<file path="config.mk">
export PLATFORM = sky130hd
export DESIGN_NAME = analog_stick_range_converter_unit_flat
export DESIGN_NICKNAME = d
export VERILOG_FILES = /design/src/hdl/ascv_pkg.sv /design/src/hdl/ascv_stream_if.sv /design/src/hdl/analog_stick_range_converter_unit.sv /design/src/flat_wrapper.sv
export SDC_FILE = /design/constraint.sdc
export NUM_CORES = 1
export LEC_CHECK = 0
export ABC_AREA = 1
export BUFFER_PORTS_ARGS = -buffer_cell sky130_fd_sc_hd__buf_2
export CAP_MARGIN = 10
export CORE_MARGIN = 2
export CORE_UTILIZATION = 54
export DETAILED_ROUTE_END_ITERATION = 8
export PLACE_DENSITY_LB_ADDON = 0.15
export SYNTH_ARGS = -nofsm -noshare
export SYNTH_HDL_FRONTEND = slang
export SYNTH_SLANG_ARGS = --single-unit
</file>
<file path="constraint.sdc">
create_clock -name i_clk -period 4.8 [get_ports i_clk]
set_clock_uncertainty 0.15 [all_clocks]
set_input_delay 0.24 -clock i_clk [delete_from_list [all_inputs] [get_ports i_clk]]
set_output_delay 0.24 -clock i_clk [all_outputs]
set_load 0.03 [all_outputs]
</file>
<file path="src/hdl/ascv_pkg.sv">
package ascv_pkg;

    localparam int AXIS_W = 8;

    typedef logic [AXIS_W-1:0]        t_raw;
    typedef logic signed [AXIS_W-1:0] t_axis;

    // configuration codes
    typedef enum logic [1:0] {
        MODE_STD    = 2'd0,
        MODE_LEGACY = 2'd1,
        MODE_EXT    = 2'd2,
        MODE_SPARE  = 2'd3
    } t_mode;

    localparam logic REG_MODE     = 1'b0;
    localparam logic REG_DEADZONE = 1'b1;

    localparam logic ACT_CAPTURE = 1'b0;
    localparam logic ACT_CONVERT = 1'b1;

    // factor/32000 reduces to n/32
    localparam logic [6:0] SCALE_STD       = 7'd26;
    localparam logic [6:0] SCALE_STD_DZ    = 7'd30;
    localparam logic [6:0] SCALE_LEGACY    = 7'd25;
    localparam logic [6:0] SCALE_LEGACY_DZ = 7'd29;
    localparam logic [6:0] SCALE_UNITY     = 7'd32;

    localparam logic [7:0] DEADZONE   = 8'd12;
    localparam logic [6:0] LIM_STD    = 7'd80;
    localparam logic [6:0] LIM_LEGACY = 7'd127;

endpackage

</file>
<file path="src/hdl/ascv_stream_if.sv">
interface ascv_in_if;
    logic            valid;
    logic            ready;
    logic            action;
    ascv_pkg::t_raw  raw_x;
    ascv_pkg::t_raw  raw_y;

    modport source (output valid, action, raw_x, raw_y, input ready);
    modport sink   (input valid, action, raw_x, raw_y, output ready);
endinterface

interface ascv_out_if;
    logic            valid;
    logic            ready;
    ascv_pkg::t_axis out_x;
    ascv_pkg::t_axis out_y;

    modport source (output valid, out_x, out_y, input ready);
    modport sink   (input valid, out_x, out_y, output ready);
endinterface

</file>
<file path="src/hdl/analog_stick_range_converter_unit.sv">
// channel    dir  word                         handshake
// i_smp      in   action, raw_x, raw_y         valid/ready
// o_res      out  out_x, out_y                 valid/ready
// apb        in   mode, deadzone               psel/penable/pwrite, pready high
//
// a convert word runs the steps mul_x, mul_y, sat_y, cross and final, then its result is registered
// a capture word only loads the origins; no new word is accepted until the sequencer is idle again
// one shared 8x7 multiplier runs x scale, y scale, then the cross product
// ready is high only while the sequencer is idle
// a finished result waits in the output register; the sequencer holds in its
// last step while that register is still full and o_res.ready is low
// synchronous active-low reset clears mode, deadzone, origins and valid
module analog_stick_range_converter_unit (
    input  logic              i_clk,
    input  logic              i_rst_n,
    ascv_in_if.sink           i_smp,
    ascv_out_if.source        o_res,
    input  logic              psel,
    input  logic              penable,
    input  logic              pwrite,
    input  logic [2:0]        paddr,
    input  logic [31:0]       pwdata,
    output logic [31:0]       prdata,
    output logic              pready
);

    typedef enum logic [2:0] {
        S_IDLE,
        S_MUL_X,
        S_MUL_Y,
        S_SAT_Y,
        S_CROSS,
        S_FINAL
    } t_state;

    t_state             r_state, n_state;
    ascv_pkg::t_mode    r_mode, n_mode;
    logic               r_dz, n_dz;
    logic [7:0]         r_org_x, n_org_x;
    logic [7:0]         r_org_y, n_org_y;
    logic [7:0]         r_mag_x, n_mag_x;
    logic [7:0]         r_mag_y, n_mag_y;
    logic               r_neg_x, n_neg_x;
    logic               r_neg_y, n_neg_y;
    logic [6:0]         r_sx, n_sx;
    logic [6:0]         r_sy, n_sy;
    logic [14:0]        r_prod, n_prod;
    logic               r_out_valid, n_out_valid;
    ascv_pkg::t_axis    r_out_x, n_out_x;
    ascv_pkg::t_axis    r_out_y, n_out_y;

    logic               accept;
    logic               cfg_wr;
    logic [6:0]         scale_n;
    logic [7:0]         mul_a;
    logic [6:0]         mul_b;
    logic [14:0]        mul_p;
    logic [7:0]         scaled;
    logic [6:0]         sat127;
    logic [8:0]         front_x;
    logic [8:0]         front_y;
    logic               legacy;
    logic [6:0]         cross_mag;
    logic [6:0]         lim;
    logic [7:0]         sum_x, sum_y;
    logic [6:0]         fmag_x, fmag_y;

    // sign and magnitude of sample minus origin, deadzoned when dz is set
    function automatic logic [8:0] axis_front(input logic [7:0] raw, input logic [7:0] org,
                                              input logic dz);
        logic [8:0] diff;
        logic [8:0] mag9;
        logic [7:0] mag;
        diff = {~raw[7], ~raw[7], raw[6:0]} - {org[7], org};
        mag9 = diff[8] ? (9'd0 - diff) : diff;
        mag  = mag9[7:0];
        if (dz) begin
            mag = (mag < ascv_pkg::DEADZONE) ? 8'd0 : (mag - ascv_pkg::DEADZONE);
        end
        return {diff[8], mag};
    endfunction

    function automatic ascv_pkg::t_axis apply_sign(input logic neg, input logic [6:0] mag);
        logic [7:0] m;
        m = {1'b0, mag};
        return neg ? ascv_pkg::t_axis'(8'd0 - m) : ascv_pkg::t_axis'(m);
    endfunction

    assign accept      = i_smp.valid && i_smp.ready;
    assign i_smp.ready = (r_state == S_IDLE);
    assign o_res.valid = r_out_valid;
    assign o_res.out_x = r_out_x;
    assign o_res.out_y = r_out_y;

    assign cfg_wr = psel && penable && pwrite && pready;
    assign pready = 1'b1;
    assign prdata = (paddr[2] == ascv_pkg::REG_DEADZONE) ? {31'd0, r_dz} : {30'd0, r_mode};

    assign front_x = axis_front(i_smp.raw_x, r_org_x, r_dz);
    assign front_y = axis_front(i_smp.raw_y, r_org_y, r_dz);

    always_comb begin
        case (r_mode)
            ascv_pkg::MODE_LEGACY: scale_n = r_dz ? ascv_pkg::SCALE_LEGACY_DZ
                                                  : ascv_pkg::SCALE_LEGACY;
            ascv_pkg::MODE_EXT:    scale_n = ascv_pkg::SCALE_UNITY;
            default:               scale_n = r_dz ? ascv_pkg::SCALE_STD_DZ
                                                  : ascv_pkg::SCALE_STD;
        endcase
    end

    // shared multiplier
    always_comb begin
        case (r_state)
            S_MUL_Y: begin
                mul_a = r_mag_y;
                mul_b = scale_n;
            end
            S_CROSS: begin
                mul_a = {1'b0, r_sx};
                mul_b = r_sy;
            end
            default: begin
                mul_a = r_mag_x;
                mul_b = scale_n;
            end
        endcase
    end

    assign mul_p  = 15'(mul_a) * 15'(mul_b);
    assign scaled = r_prod[12:5];
    assign sat127 = scaled[7] ? 7'd127 : scaled[6:0];

    assign legacy    = (r_mode == ascv_pkg::MODE_LEGACY);
    assign cross_mag = legacy ? {2'b00, r_prod[13:9]} : {1'b0, r_prod[13:8]};
    assign lim       = legacy ? ascv_pkg::LIM_LEGACY : ascv_pkg::LIM_STD;
    assign sum_x     = {1'b0, r_sx} + {1'b0, cross_mag};
    assign sum_y     = {1'b0, r_sy} + {1'b0, cross_mag};

    always_comb begin
        if (r_mode == ascv_pkg::MODE_EXT) begin
            fmag_x = r_sx;
            fmag_y = r_sy;
        end else begin
            fmag_x = (sum_x > {1'b0, lim}) ? lim : sum_x[6:0];
            fmag_y = (sum_y > {1'b0, lim}) ? lim : sum_y[6:0];
        end
    end

    always_comb begin
        n_state     = r_state;
        n_mode      = r_mode;
        n_dz        = r_dz;
        n_org_x     = r_org_x;
        n_org_y     = r_org_y;
        n_mag_x     = r_mag_x;
        n_mag_y     = r_mag_y;
        n_neg_x     = r_neg_x;
        n_neg_y     = r_neg_y;
        n_sx        = r_sx;
        n_sy        = r_sy;
        n_prod      = r_prod;
        n_out_valid = r_out_valid;
        n_out_x     = r_out_x;
        n_out_y     = r_out_y;

        if (r_out_valid && o_res.ready) begin
            n_out_valid = 1'b0;
        end

        if (cfg_wr) begin
            if (paddr[2] == ascv_pkg::REG_MODE) begin
                n_mode = ascv_pkg::t_mode'(pwdata[1:0]);
            end else begin
                n_dz = pwdata[0];
            end
        end

        case (r_state)
            S_IDLE: begin
                if (accept) begin
                    if (i_smp.action == ascv_pkg::ACT_CAPTURE) begin
                        n_org_x = {~i_smp.raw_x[7], i_smp.raw_x[6:0]};
                        n_org_y = {~i_smp.raw_y[7], i_smp.raw_y[6:0]};
                    end else begin
                        n_neg_x = front_x[8];
                        n_mag_x = front_x[7:0];
                        n_neg_y = front_y[8];
                        n_mag_y = front_y[7:0];
                        n_state = S_MUL_X;
                    end
                end
            end
            S_MUL_X: begin
                n_prod  = mul_p;
                n_state = S_MUL_Y;
            end
            S_MUL_Y: begin
                n_sx    = sat127;
                n_prod  = mul_p;
                n_state = S_SAT_Y;
            end
            S_SAT_Y: begin
                n_sy    = sat127;
                n_state = S_CROSS;
            end
            S_CROSS: begin
                n_prod  = mul_p;
                n_state = S_FINAL;
            end
            S_FINAL: begin
                if (!r_out_valid || o_res.ready) begin
                    n_out_valid = 1'b1;
                    n_out_x     = apply_sign(r_neg_x, fmag_x);
                    n_out_y     = apply_sign(r_neg_y, fmag_y);
                    n_state     = S_IDLE;
                end
            end
            default: begin
                n_state = S_IDLE;
            end
        endcase
    end

    always_ff @(posedge i_clk) begin
        if (!i_rst_n) begin
            r_state     <= S_IDLE;
            r_mode      <= ascv_pkg::MODE_STD;
            r_dz        <= 1'b0;
            r_org_x     <= 8'd0;
            r_org_y     <= 8'd0;
            r_out_valid <= 1'b0;
        end else begin
            r_state     <= n_state;
            r_mode      <= n_mode;
            r_dz        <= n_dz;
            r_org_x     <= n_org_x;
            r_org_y     <= n_org_y;
            r_out_valid <= n_out_valid;
        end
        r_mag_x <= n_mag_x;
        r_mag_y <= n_mag_y;
        r_neg_x <= n_neg_x;
        r_neg_y <= n_neg_y;
        r_sx    <= n_sx;
        r_sy    <= n_sy;
        r_prod  <= n_prod;
        r_out_x <= n_out_x;
        r_out_y <= n_out_y;
    end

    a_no_min_x: assert property (@(posedge i_clk) disable iff (!i_rst_n)
        r_out_valid |-> (r_out_x != -8'sd128 && r_out_y != -8'sd128))
        else $error("result word holds -128");

    a_convert_starts: assert property (@(posedge i_clk) disable iff (!i_rst_n)
        (accept && i_smp.action == ascv_pkg::ACT_CONVERT) |=> (r_state == S_MUL_X))
        else $error("convert word did not start the sequencer");

    a_capture_idle: assert property (@(posedge i_clk) disable iff (!i_rst_n)
        (accept && i_smp.action == ascv_pkg::ACT_CAPTURE) |=> (r_state == S_IDLE && !$stable(r_org_x) || r_state == S_IDLE))
        else $error("capture word left the sequencer busy");

    a_result_after_final: assert property (@(posedge i_clk) disable iff (!i_rst_n)
        (r_state == S_FINAL && (!r_out_valid || o_res.ready)) |=> r_out_valid)
        else $error("finished result not loaded");

endmodule
</file>
<file path="src/flat_wrapper.sv">
// flat-port wrapper written by rule: the top's interface ports become plain ports
module analog_stick_range_converter_unit_flat 
  (i_clk, i_rst_n, psel, penable, pwrite, paddr, pwdata, prdata, pready, i_smp_valid, i_smp_action, i_smp_raw_x, i_smp_raw_y, i_smp_ready, o_res_valid, o_res_out_x, o_res_out_y, o_res_ready);
  ascv_in_if i_smp_i ();
  ascv_out_if o_res_i ();
  input  logic i_clk;
  input  logic i_rst_n;
  input  logic psel;
  input  logic penable;
  input  logic pwrite;
  input  logic [2:0] paddr;
  input  logic [31:0] pwdata;
  output logic [31:0] prdata;
  output logic pready;
  input wire logic [$bits(i_smp_i.valid)-1:0] i_smp_valid;
  input wire logic [$bits(i_smp_i.action)-1:0] i_smp_action;
  input wire logic [$bits(i_smp_i.raw_x)-1:0] i_smp_raw_x;
  input wire logic [$bits(i_smp_i.raw_y)-1:0] i_smp_raw_y;
  output wire logic [$bits(i_smp_i.ready)-1:0] i_smp_ready;
  output wire logic [$bits(o_res_i.valid)-1:0] o_res_valid;
  output wire logic [$bits(o_res_i.out_x)-1:0] o_res_out_x;
  output wire logic [$bits(o_res_i.out_y)-1:0] o_res_out_y;
  input wire logic [$bits(o_res_i.ready)-1:0] o_res_ready;
  assign i_smp_i.valid = i_smp_valid;
  assign i_smp_i.action = i_smp_action;
  assign i_smp_i.raw_x = i_smp_raw_x;
  assign i_smp_i.raw_y = i_smp_raw_y;
  assign i_smp_ready = i_smp_i.ready;
  assign o_res_valid = o_res_i.valid;
  assign o_res_out_x = o_res_i.out_x;
  assign o_res_out_y = o_res_i.out_y;
  assign o_res_i.ready = o_res_ready;
  analog_stick_range_converter_unit u_core (.i_clk(i_clk), .i_rst_n(i_rst_n), .i_smp(i_smp_i), .o_res(o_res_i), .psel(psel), .penable(penable), .pwrite(pwrite), .paddr(paddr), .pwdata(pwdata), .prdata(prdata), .pready(pready));
endmodule
</file>
==> metrics, run 1 <==
clk_lat worst skew 0.35 ns; Yosys top cell by area edfxtp_1; CP Data Required Time 4.74 ns; Crit Path Max Fanout 7; top cell type's share of synthesized area 21.06%; die width 126.7 um; DRT antenna net count 0; mean number of vias per cell 5.071; #FFs+latches synth 80; grt ovf 0; Mean Syn Cell Area 7.595 sq um; gp weighted congestion 0.8606; CP arrival 4.72 ns; die area 16050 sq um; drt first pass iters 4; row count 44; RSZ-0062 raised after global routing true; Max Cap Viol 0; Ys Warns 0; largest cells by area after synthesis edfxtp_1, ha_1, nand2_1; Residual DRC 0; min Tclk post-route 4.778 ns; Sw Ratio 48.29%; Net Sw Power 3.685 mW; TritonCTS buffer count 9; fin area 9814 sq um; All-Layer GR Usage 23.60%; Synth cell types 56; layout cells sized above 1 26.27%; root buffer cell clkbuf_16; Avg WL per Cell 13.24 um; most frequent cells after synthesis nand2_1, inv_1, nor2_1; Max Fclk 209.3 MHz; count leader, synth nand2_1; max-slew violations 0; post-detailed-routing wire length 18.36 mm; antenna diode count 0; vias in the first global route 6746; # H-tree levels 3; synthesized area 8127 sq um; Tcrit/Tclk final 99.55%; VDD IR-drop max 0.0005656 V; clock share of power 9.0%; largest net degree at the start of global routing 33; Via Count 7033; CTS Sinks 80; Post-Syn Instances 1070; synthesis-to-layout area growth 20.77%; DP Wirelength 14.63 mm; CP startpoint kind flip-flop; CP Capture Type flip-flop; initial cell density of the core 55.49%; Seq pwr share 14.7%; Ports 110; Clock transition at path regs 0.06 ns; Pwr Density 777.6 nW/um^2; max_slew headroom 30.50%; Finish-stage setup viols 0; Leak 4.951 nW; EDFF count, synth 57; ys async rst share 0%; Setup CP Type reg2reg; area post-placement 8944 sq um; global-route wire length before repair 30.70 mm; final core utilization 67.02%; register area share after synthesis 26.73%; initial antenna violation count 0; Max Buffers Root-to-Sink 2; CTS tree yes; worst slew pin tran 1.040 ns; IO buf count 46; worst hold path class in2reg; setup ws final 0.02163 ns; drt first-iter violations 335; Hold Violations, Final 0; power share of the combinational group 76.3%; status finished clean; dpl ws -0.1761 ns; P_int 3.946 mW; most common flop cell mapped by yosys edfxtp_1; nets 1364; core area 14640 sq um; die height 126.7 um
==> layout make-up <==
type                    count  area [sq um]
flip-flops and latches     80          2181
repair buffers            130         909.6
well taps                 184         230.2
clock inverters             6         46.29
multi-input cells         781          5445
fillers                  1268          4830
clock buffers              10         250.2
inverters                 195         748.2
repair inverters            1         3.754
==> cell families (layout without fill, tap and decap cells) <==
family          count (synthesis)  count (layout)  synth area share [%]
compound gates                134             134                 10.04
xor+xnor                       29              29                 3.634
simple gates                  480             480                 27.53
buf+inv                       238             342                 12.64
fa+ha+maj                     107             107                 19.34
other cells                     2              31               0.09241
flops                          80              80                 26.73
==> power by group through the flow <==
stage	Sequential, mW	Combinational (mW)	Clock (mW)
2_1_floorplan	1.11	3.51	0
4_1_cts	1.12	5.10	0.704
5_1_grt	1.13	6.54	0.722
3_5_place_dp	1.13	4.85	0
6_report	1.12	5.83	0.687
3_3_place_gp	1.12	4.76	0
==> metrics by stage <==
step | setup TNS (ns) | hold WS (ns) | power (mW) | std cells
final | 0 | 0.02244 | 7.631 | 1387
after global routing | -0.7233 | 0.03429 | 8.391 | 1387
after CTS | -0.02484 | 0.01376 | 6.923 | 1379
after detailed placement | -0.6162 | 0.2986 | 5.975 | 1347
after global placement | -0.1172 | 0.2920 | 5.878 | 1347
after floorplan | 0 | 0.2284 | 4.614 | 1099
==> worst max-delay path, cell delays in order, from the launching register on <==
cell      delay, ns
dfxtp_4        0.36
nor2_4         0.13
nand2_4        0.11
inv_8          0.10
nor2_8         0.06
a221oi_4       0.34
buf_4          0.18
nor2_2         0.04
fa_1           0.50
inv_2          0.04
fa_1           0.48
inv_1          0.05
fa_1           0.50
inv_2          0.04
fa_1           0.49
inv_2          0.05
ha_4           0.25
a21oi_4        0.15
o21ai_2        0.09
a211oi_2       0.18
nand2_1        0.09
xnor2_1        0.13
==> repair_timing <==
item                                    4_1_cts  5_1_grt
hold endpoints to repair                      1        0
hold buffers                                  1        0
gates resized for setup                      38       65
pin swaps                                    30       44
setup buffers                                15        9
gates cloned                                  1        0
endpoints found under the setup margin        7       11
==> cells in the final DEF, fill, tap and decap left out, types with 20 or more instances in the layout <==
cell type  count
a21oi_1       47
nor2_2        22
inv_1        171
buf_4         75
nand2_1      233
dfxtp_1       20
edfxtp_1      57
fa_1          31
ha_1          68
nand2_2       21
buf_2         46
o21ai_0       29
conb_1        31
nand3_1       50
nor2_1        74
inv_2         21
==> flip-flops by register name, indices dropped and copies added, names as in the netlist <==
register	count
u_core.o_res.valid	1
u_core.r_mag_y	8
u_core.r_dz	1
u_core.r_state	3
u_core.r_prod	9
u_core.r_neg_x	1
u_core.r_org_y	8
u_core.o_res.out_x	8
u_core.r_sx	7
u_core.o_res.out_y	8
u_core.r_neg_y	1
u_core.r_sy	7
u_core.r_mag_x	8
u_core.r_org_x	8
u_core.r_mode	2
==> layer usage <==
layer	up-vias	global-route usage, %	part of all wire [%]
li1	3618	-	-
met5	-	0	0
met4	0	5.818	1.7
met1	3269	29.95	45
met3	24	3.922	3.4
met2	122	42.10	50
==> worst paths after layout <==
path | cells after the start | to | from | slack [ns]
worst max register to register | 21 | u_core.r_prod[13] | u_core.r_state[0] | 0.02
worst min-delay path | 3 | u_core.r_state[0] | i_smp_action | 0.02
worst max-delay path | 21 | u_core.r_prod[13] | u_core.r_state[0] | 0.02
worst min register to register | 2 | u_core.r_org_x[3] | u_core.r_org_x[3] | 0.31
(Power assumes the default switching activity.)
==> run 2, diff against run 1 <==
--- a/config.mk
+++ b/config.mk
@@ -9,7 +9,7 @@
 export BUFFER_PORTS_ARGS = -buffer_cell sky130_fd_sc_hd__buf_2
 export CAP_MARGIN = 10
 export CORE_MARGIN = 2
-export CORE_UTILIZATION = 54
+export CORE_UTILIZATION = 40
 export DETAILED_ROUTE_END_ITERATION = 8
 export PLACE_DENSITY_LB_ADDON = 0.15
 export SYNTH_ARGS = -nofsm -noshare
==> constraint.sdc (replaced) <==
create_clock -name i_clk -period 5.1 [get_ports i_clk]
set_clock_uncertainty 0.15 [all_clocks]
set_input_delay 0.255 -clock i_clk [delete_from_list [all_inputs] [get_ports i_clk]]
set_output_delay 0.255 -clock i_clk [all_outputs]
set_load 0.03 [all_outputs]
==> metrics, run 2 (same netlist as run 1, synthesis figures left out) <==
Via Count 6670; vias in the first global route 6385; commonest cells after routing, fill and taps aside nand2_1, inv_1, nor2_1, ha_1, edfxtp_1; initial cell density of the core 40.42%; Tcrit/Tclk final 96.17%; Max Buffers Root-to-Sink 2; Setup CP Type reg2reg; synthesis-to-layout area growth 15.46%; routed length on met3 537 um; IO buf count 46; status finished clean; Ports 110; DP Wirelength 14.86 mm; Max Fclk 203.9 MHz; most common cell after layout, fill and taps aside nand2_1; initial antenna violation count 0; die height 146.5 um; Max Cap Viol 0; largest net degree at the start of global routing 33; Residual DRC 0; Largest register FFs 9; top layer in use met4; hold_sp o_res_ready; CP Capture Type flip-flop; clk_lat worst skew 0.36 ns; max_slew headroom 49.25%; die width 146.5 um; Pwr Total 6.222 mW; grt ovf 0; FF-to-FF Start u_core.r_state[1]; Avg WL per Cell 12.60 um; mean number of vias per cell 4.655; root buffer cell clkbuf_16; Met2 Wirelength 8.429 mm; nets 1324; worst slew pin tran 0.7584 ns; CTS Sinks 80; Most flops, register u_core.r_prod; post-detailed-routing wire length 18.05 mm; Hold Worst Slack 0.02311 ns; min Tclk post-route 4.905 ns; die area 21470 sq um; fillers 1986; Crit Path Max Fanout 16; Leak 4.716 nW; drt first pass iters 5; Hold Violations, Final 0; CTS tree yes; TritonCTS buffer count 9; antenna diode count 0; Finish-stage setup viols 0; gp weighted congestion 0.8474; Clock transition at path regs 0.07 ns; # H-tree levels 3; drt first-iter violations 265; core area 20100 sq um; CP startpoint kind flip-flop; CP arrival 4.86 ns; row count 52; layout cells sized above 1 20.38%; max-slew violations 0; VDD IR-drop max 0.0003568 V; All-Layer GR Usage 17.41%; crit path from u_core.r_state[1]; DRT antenna net count 0; global-route wire length before repair 30.17 mm; CP Data Required Time 5.05 ns; worst hold path class in2reg; Pwr Density 663.2 nW/um^2; met1 wire length 8.602 mm
## run 2: routing by layer
metal / track usage [%] / vias to the layer above
met3: 2.438 / 33
met1: 22.49 / 2951
met2: 29.91 / 126
met4: 6.068 / 0
li1: - / 3560
met5: 0 / -
## run 2: repair_timing
item                       CTS  global route
pin swaps                    0            16
setup endpoints to repair    2             8
hold buffers                 1             0
gates resized for setup      7            51
hold endpoints to repair     1             0
buffers inserted             1             7
gates cloned                 0             0
## run 2: area by class of cell
class                      count  area (sq um)  share of cell area (%)
clock buffer                   9         225.2                   2.400
clock inverter                 7         73.82                  0.7868
inverter                     195         753.2                   8.028
multi-input combinational    781          5209                   55.51
sequential                    80          2181                   23.24
tap                          270         337.8                   3.600
timing repair buffer          91         603.1                   6.428
## run 2: path summary, 6_finish.rpt
| check | slack, ns | end | cells past startpoint |
|---|---|---|---|
| setup / recovery | 0.20 | u_core.r_prod[13] | 20 |
| hold reg to reg | 0.31 | u_core.r_org_y[6] | 2 |
| setup reg to reg | 0.20 | u_core.r_prod[13] | 20 |
| hold / removal | 0.02 | u_core.o_res.valid | 4 |
## run 2: power by group
part	switching (mW)	total (mW)	leakage, nW	internal (mW)
sequential	0.0585	1.05	0.711	0.988
combinational	2.74	4.50	3.86	1.76
clock	0.327	0.674	0.148	0.348
## run 2: worst max-delay path: stages, from the launching register on
cell      delay [ns]
dfxtp_4         0.37
nor2_4          0.14
nand2_4         0.10
buf_12          0.16
nor2_2          0.10
a221oi_2        0.05
buf_4           0.16
buf_4           0.14
or2_2           0.28
fa_1            0.55
inv_1           0.05
fa_1            0.52
fa_1            0.43
ha_1            0.31
ha_1            0.33
buf_4           0.16
nand2_1         0.11
nor3_1          0.07
a211oi_1        0.21
nand2_1         0.12
xnor2_2         0.16
## run 2: through the flow
step | util (%) | cell area, sq um | instances | TNS [ns] | setup slack (ns)
after detailed placement | 43.69 | 8783 | 1407 | -0.09766 | -0.06586
after floorplan | - | 8242 | 1099 | 0 | 0.009158
after global placement | 43.69 | 8783 | 1407 | -0.04990 | -0.04190
after CTS | 45.42 | 9131 | 1425 | 0 | 0.01457
final | 46.67 | 9383 | 1433 | 0 | 0.1952
after global routing | 46.67 | 9383 | 1433 | -0.002758 | -0.002758
==> run 3, diff against run 2 <==
--- a/config.mk
+++ b/config.mk
@@ -5,9 +5,10 @@
 export SDC_FILE = /design/constraint.sdc
 export NUM_CORES = 1
 export LEC_CHECK = 0
-export ABC_AREA = 1
 export BUFFER_PORTS_ARGS = -buffer_cell sky130_fd_sc_hd__buf_2
 export CAP_MARGIN = 10
+export CELL_PAD_IN_SITES_DETAIL_PLACEMENT = 0
+export CELL_PAD_IN_SITES_GLOBAL_PLACEMENT = 1
 export CORE_MARGIN = 2
 export CORE_UTILIZATION = 40
 export DETAILED_ROUTE_END_ITERATION = 8
==> metrics, run 3 <==
largest cells by area after synthesis edfxtp_1, ha_1, fa_1; CTS tree yes; die width 142.1 um; Pwr Density 460.3 nW/um^2; Setup TNS -0.6662 ns; Hold Worst Slack 0.02146 ns; TritonCTS buffer count 9; initial cell density of the core 40.78%; grt met2 use 32.52%; synthesized area 7627 sq um; Most flops, register u_core.r_prod; CP peak stage delay 0.53 ns; EDFF count, synth 57; post-detailed-routing wire length 18.15 mm; critical path's top delay family adder cells; failing checks setup timing; Crit Path Max Fanout 6; fillers 1747; clk_lat worst skew 0.34 ns; Max Buffers Root-to-Sink 2; Setup CP Type reg2reg; most common flop cell mapped by yosys edfxtp_1; Ports 110; CP arrival 5.26 ns; worst slew pin tran 1.111 ns; most frequent cells after synthesis inv_1, ha_1, nor2_1; # H-tree levels 3; dpl ws -0.3650 ns; max_slew headroom 25.64%; Residual DRC 0; synthesis-to-layout area growth 21.54%; CTS Sinks 80; VDD IR-drop max 0.0001804 V; RSZ-0062 raised after global routing true; Largest register FFs 9; CP startpoint kind flip-flop; Buf+Inv Stages, Crit Path 6; Mean Syn Cell Area 9.268 sq um; DRT antenna net count 0; DP Wirelength 14.57 mm; commonest cells after routing, fill and taps aside buf_4, inv_1, ha_1, nand2_1, nor2_1; Post-Syn Instances 823; antenna diode count 0; fin area 9270 sq um; Ys Warns 0; Synth cell types 78; setup ws final -0.2154 ns; Hold Violations, Final 0; CP Depth 21; top cell type's share of synthesized area 22.44%; All-Layer GR Usage 18.32%; Slowest cell on crit path fa_1; max-slew violations 0; Finish-stage setup viols 4; Pwr Total 4.267 mW; M1 GR Usage 22.57%; Post-Layout Cell Count 1195; Max Cap Viol 0; core area 18710 sq um; met3 usage 3.769%; die height 142.1 um; register area share after synthesis 28.48%; drt first-iter violations 217; CP Capture Type flip-flop; Leak 4.047 nW; area post-placement 8508 sq um; grt ovf 0; path depth of the worst reg2reg path 21; largest net degree at the start of global routing 25; Tcrit/Tclk final 104.2%; grt peak-use layer met2; hold-fix buffers at CTS 0; vias in the first global route 6101; row count 50; #FFs+latches synth 80; most common cell after layout, fill and taps aside buf_4; layout cells sized above 1 25.60%; min Tclk post-route 5.315 ns; Cell Chain, Critical Path nor3b_4 -> buf_6 -> nor2_4 -> buf_6 -> a21oi_4 -> nor2_4 -> fa_1 -> inv_1 -> fa_1 -> inv_2 -> fa_1 -> inv_1 -> fa_1 -> inv_1 -> ha_2 -> or3_4 -> o211a_1 -> o21a_2 -> o21a_4 -> o41ai_4 -> xnor2_1; die area 20190 sq um; Clock transition at path regs 0.06 ns; IO buf count 46; global-route wire length before repair 29.37 mm; count leader, synth inv_1; initial antenna violation count 0; # placed instances 1148; mean number of vias per cell 5.139; gp weighted congestion 0.9394; root buffer cell clkbuf_16; CP Data Required Time 5.04 ns; Via Count 6141; Avg WL per Cell 15.19 um; Yosys top cell by area edfxtp_1; Max Fclk 188.1 MHz; worst hold path class in2reg; most frequent CP cell fa_1; WHS Path Cells 3; nets 1122; final core utilization 49.56%; ys async rst share 0%; drt first pass iters 4; status finished with violations
-- run 3: cell types whose count changed in the layout (fill, tap and decap cells not counted), sizes merged, moves of 13 or more --
cell,previous run,this run
nor2,105,73
a21oi,57,39
nand3,63,6
xnor2,10,33
buf,90,138
o21ai,51,32
mux2i,0,18
a21boi,3,16
inv,197,81
nand2,268,68
nand4,20,1
-- run 3: repair_timing --
action                                  CTS  global route
cloned                                    1             0
resized for setup                        38            21
pin swaps                                17             7
setup buffers                            18            14
endpoints found under the setup margin    4            14
-- run 3: kinds of logic (layout without fill, tap and decap cells) --
logic type	count (synthesis)	count (layout)	synth area share, %
compound gates	185	185	17.75
xor+xnor	46	46	5.282
fa+ha+maj	107	107	20.60
buf+inv	126	235	7.825
flops	80	80	28.48
mux	26	26	3.543
other cells	2	31	0.09846
simple gates	251	251	16.42
-- run 3: worst paths after layout --
path | start | endpoint | slack [ns]
max | u_core.r_state[2] | u_core.r_prod[13] | -0.22
min | i_smp_raw_x[5] | u_core.r_org_x[5] | 0.02
max reg2reg | u_core.r_state[2] | u_core.r_prod[13] | -0.22
min reg2reg | u_core.r_org_y[2] | u_core.r_org_y[2] | 0.31
-- run 3: area by class of cell --
type / instances / area (sq um) / share of cell area, %
clock buffers: 12 / 246.5 / 2.659
clock inverters: 4 / 21.27 / 0.2295
inverters: 81 / 304.0 / 3.280
multi-input cells: 646 / 5263 / 56.77
flip-flops and latches: 80 / 2181 / 23.53
well taps: 234 / 292.8 / 3.158
repair buffers: 138 / 962.2 / 10.38
-- run 3: worst reg2reg max path, stage by stage (launching register included) --
cell and delay [ns]:
dfxtp_4 0.37, nor3b_4 0.32, buf_6 0.17, nor2_4 0.06, buf_6 0.12, a21oi_4 0.19, nor2_4 0.07, fa_1 0.54
inv_1 0.05, fa_1 0.49, inv_2 0.04, fa_1 0.49, inv_1 0.05, fa_1 0.47, inv_1 0.04, ha_2 0.16
or3_4 0.32, o211a_1 0.24, o21a_2 0.21, o21a_4 0.22, o41ai_4 0.21, xnor2_1 0.09
-- run 3: where the power goes --
group          internal (mW)  total (mW)  switching (mW)
Combinational           1.24        2.74            1.50
Sequential             0.887       0.936          0.0497
Clock                  0.340       0.591           0.251
-- run 3: routing by layer --
| metal | vias to the layer above | share of wire (%) |
|---|---|---|
| met4 | 0 | 1.7 |
| met2 | 109 | 51 |
| met1 | 2898 | 44 |
| li1 | 3111 | - |
| met5 | - | 0 |
| met3 | 23 | 3.5 |
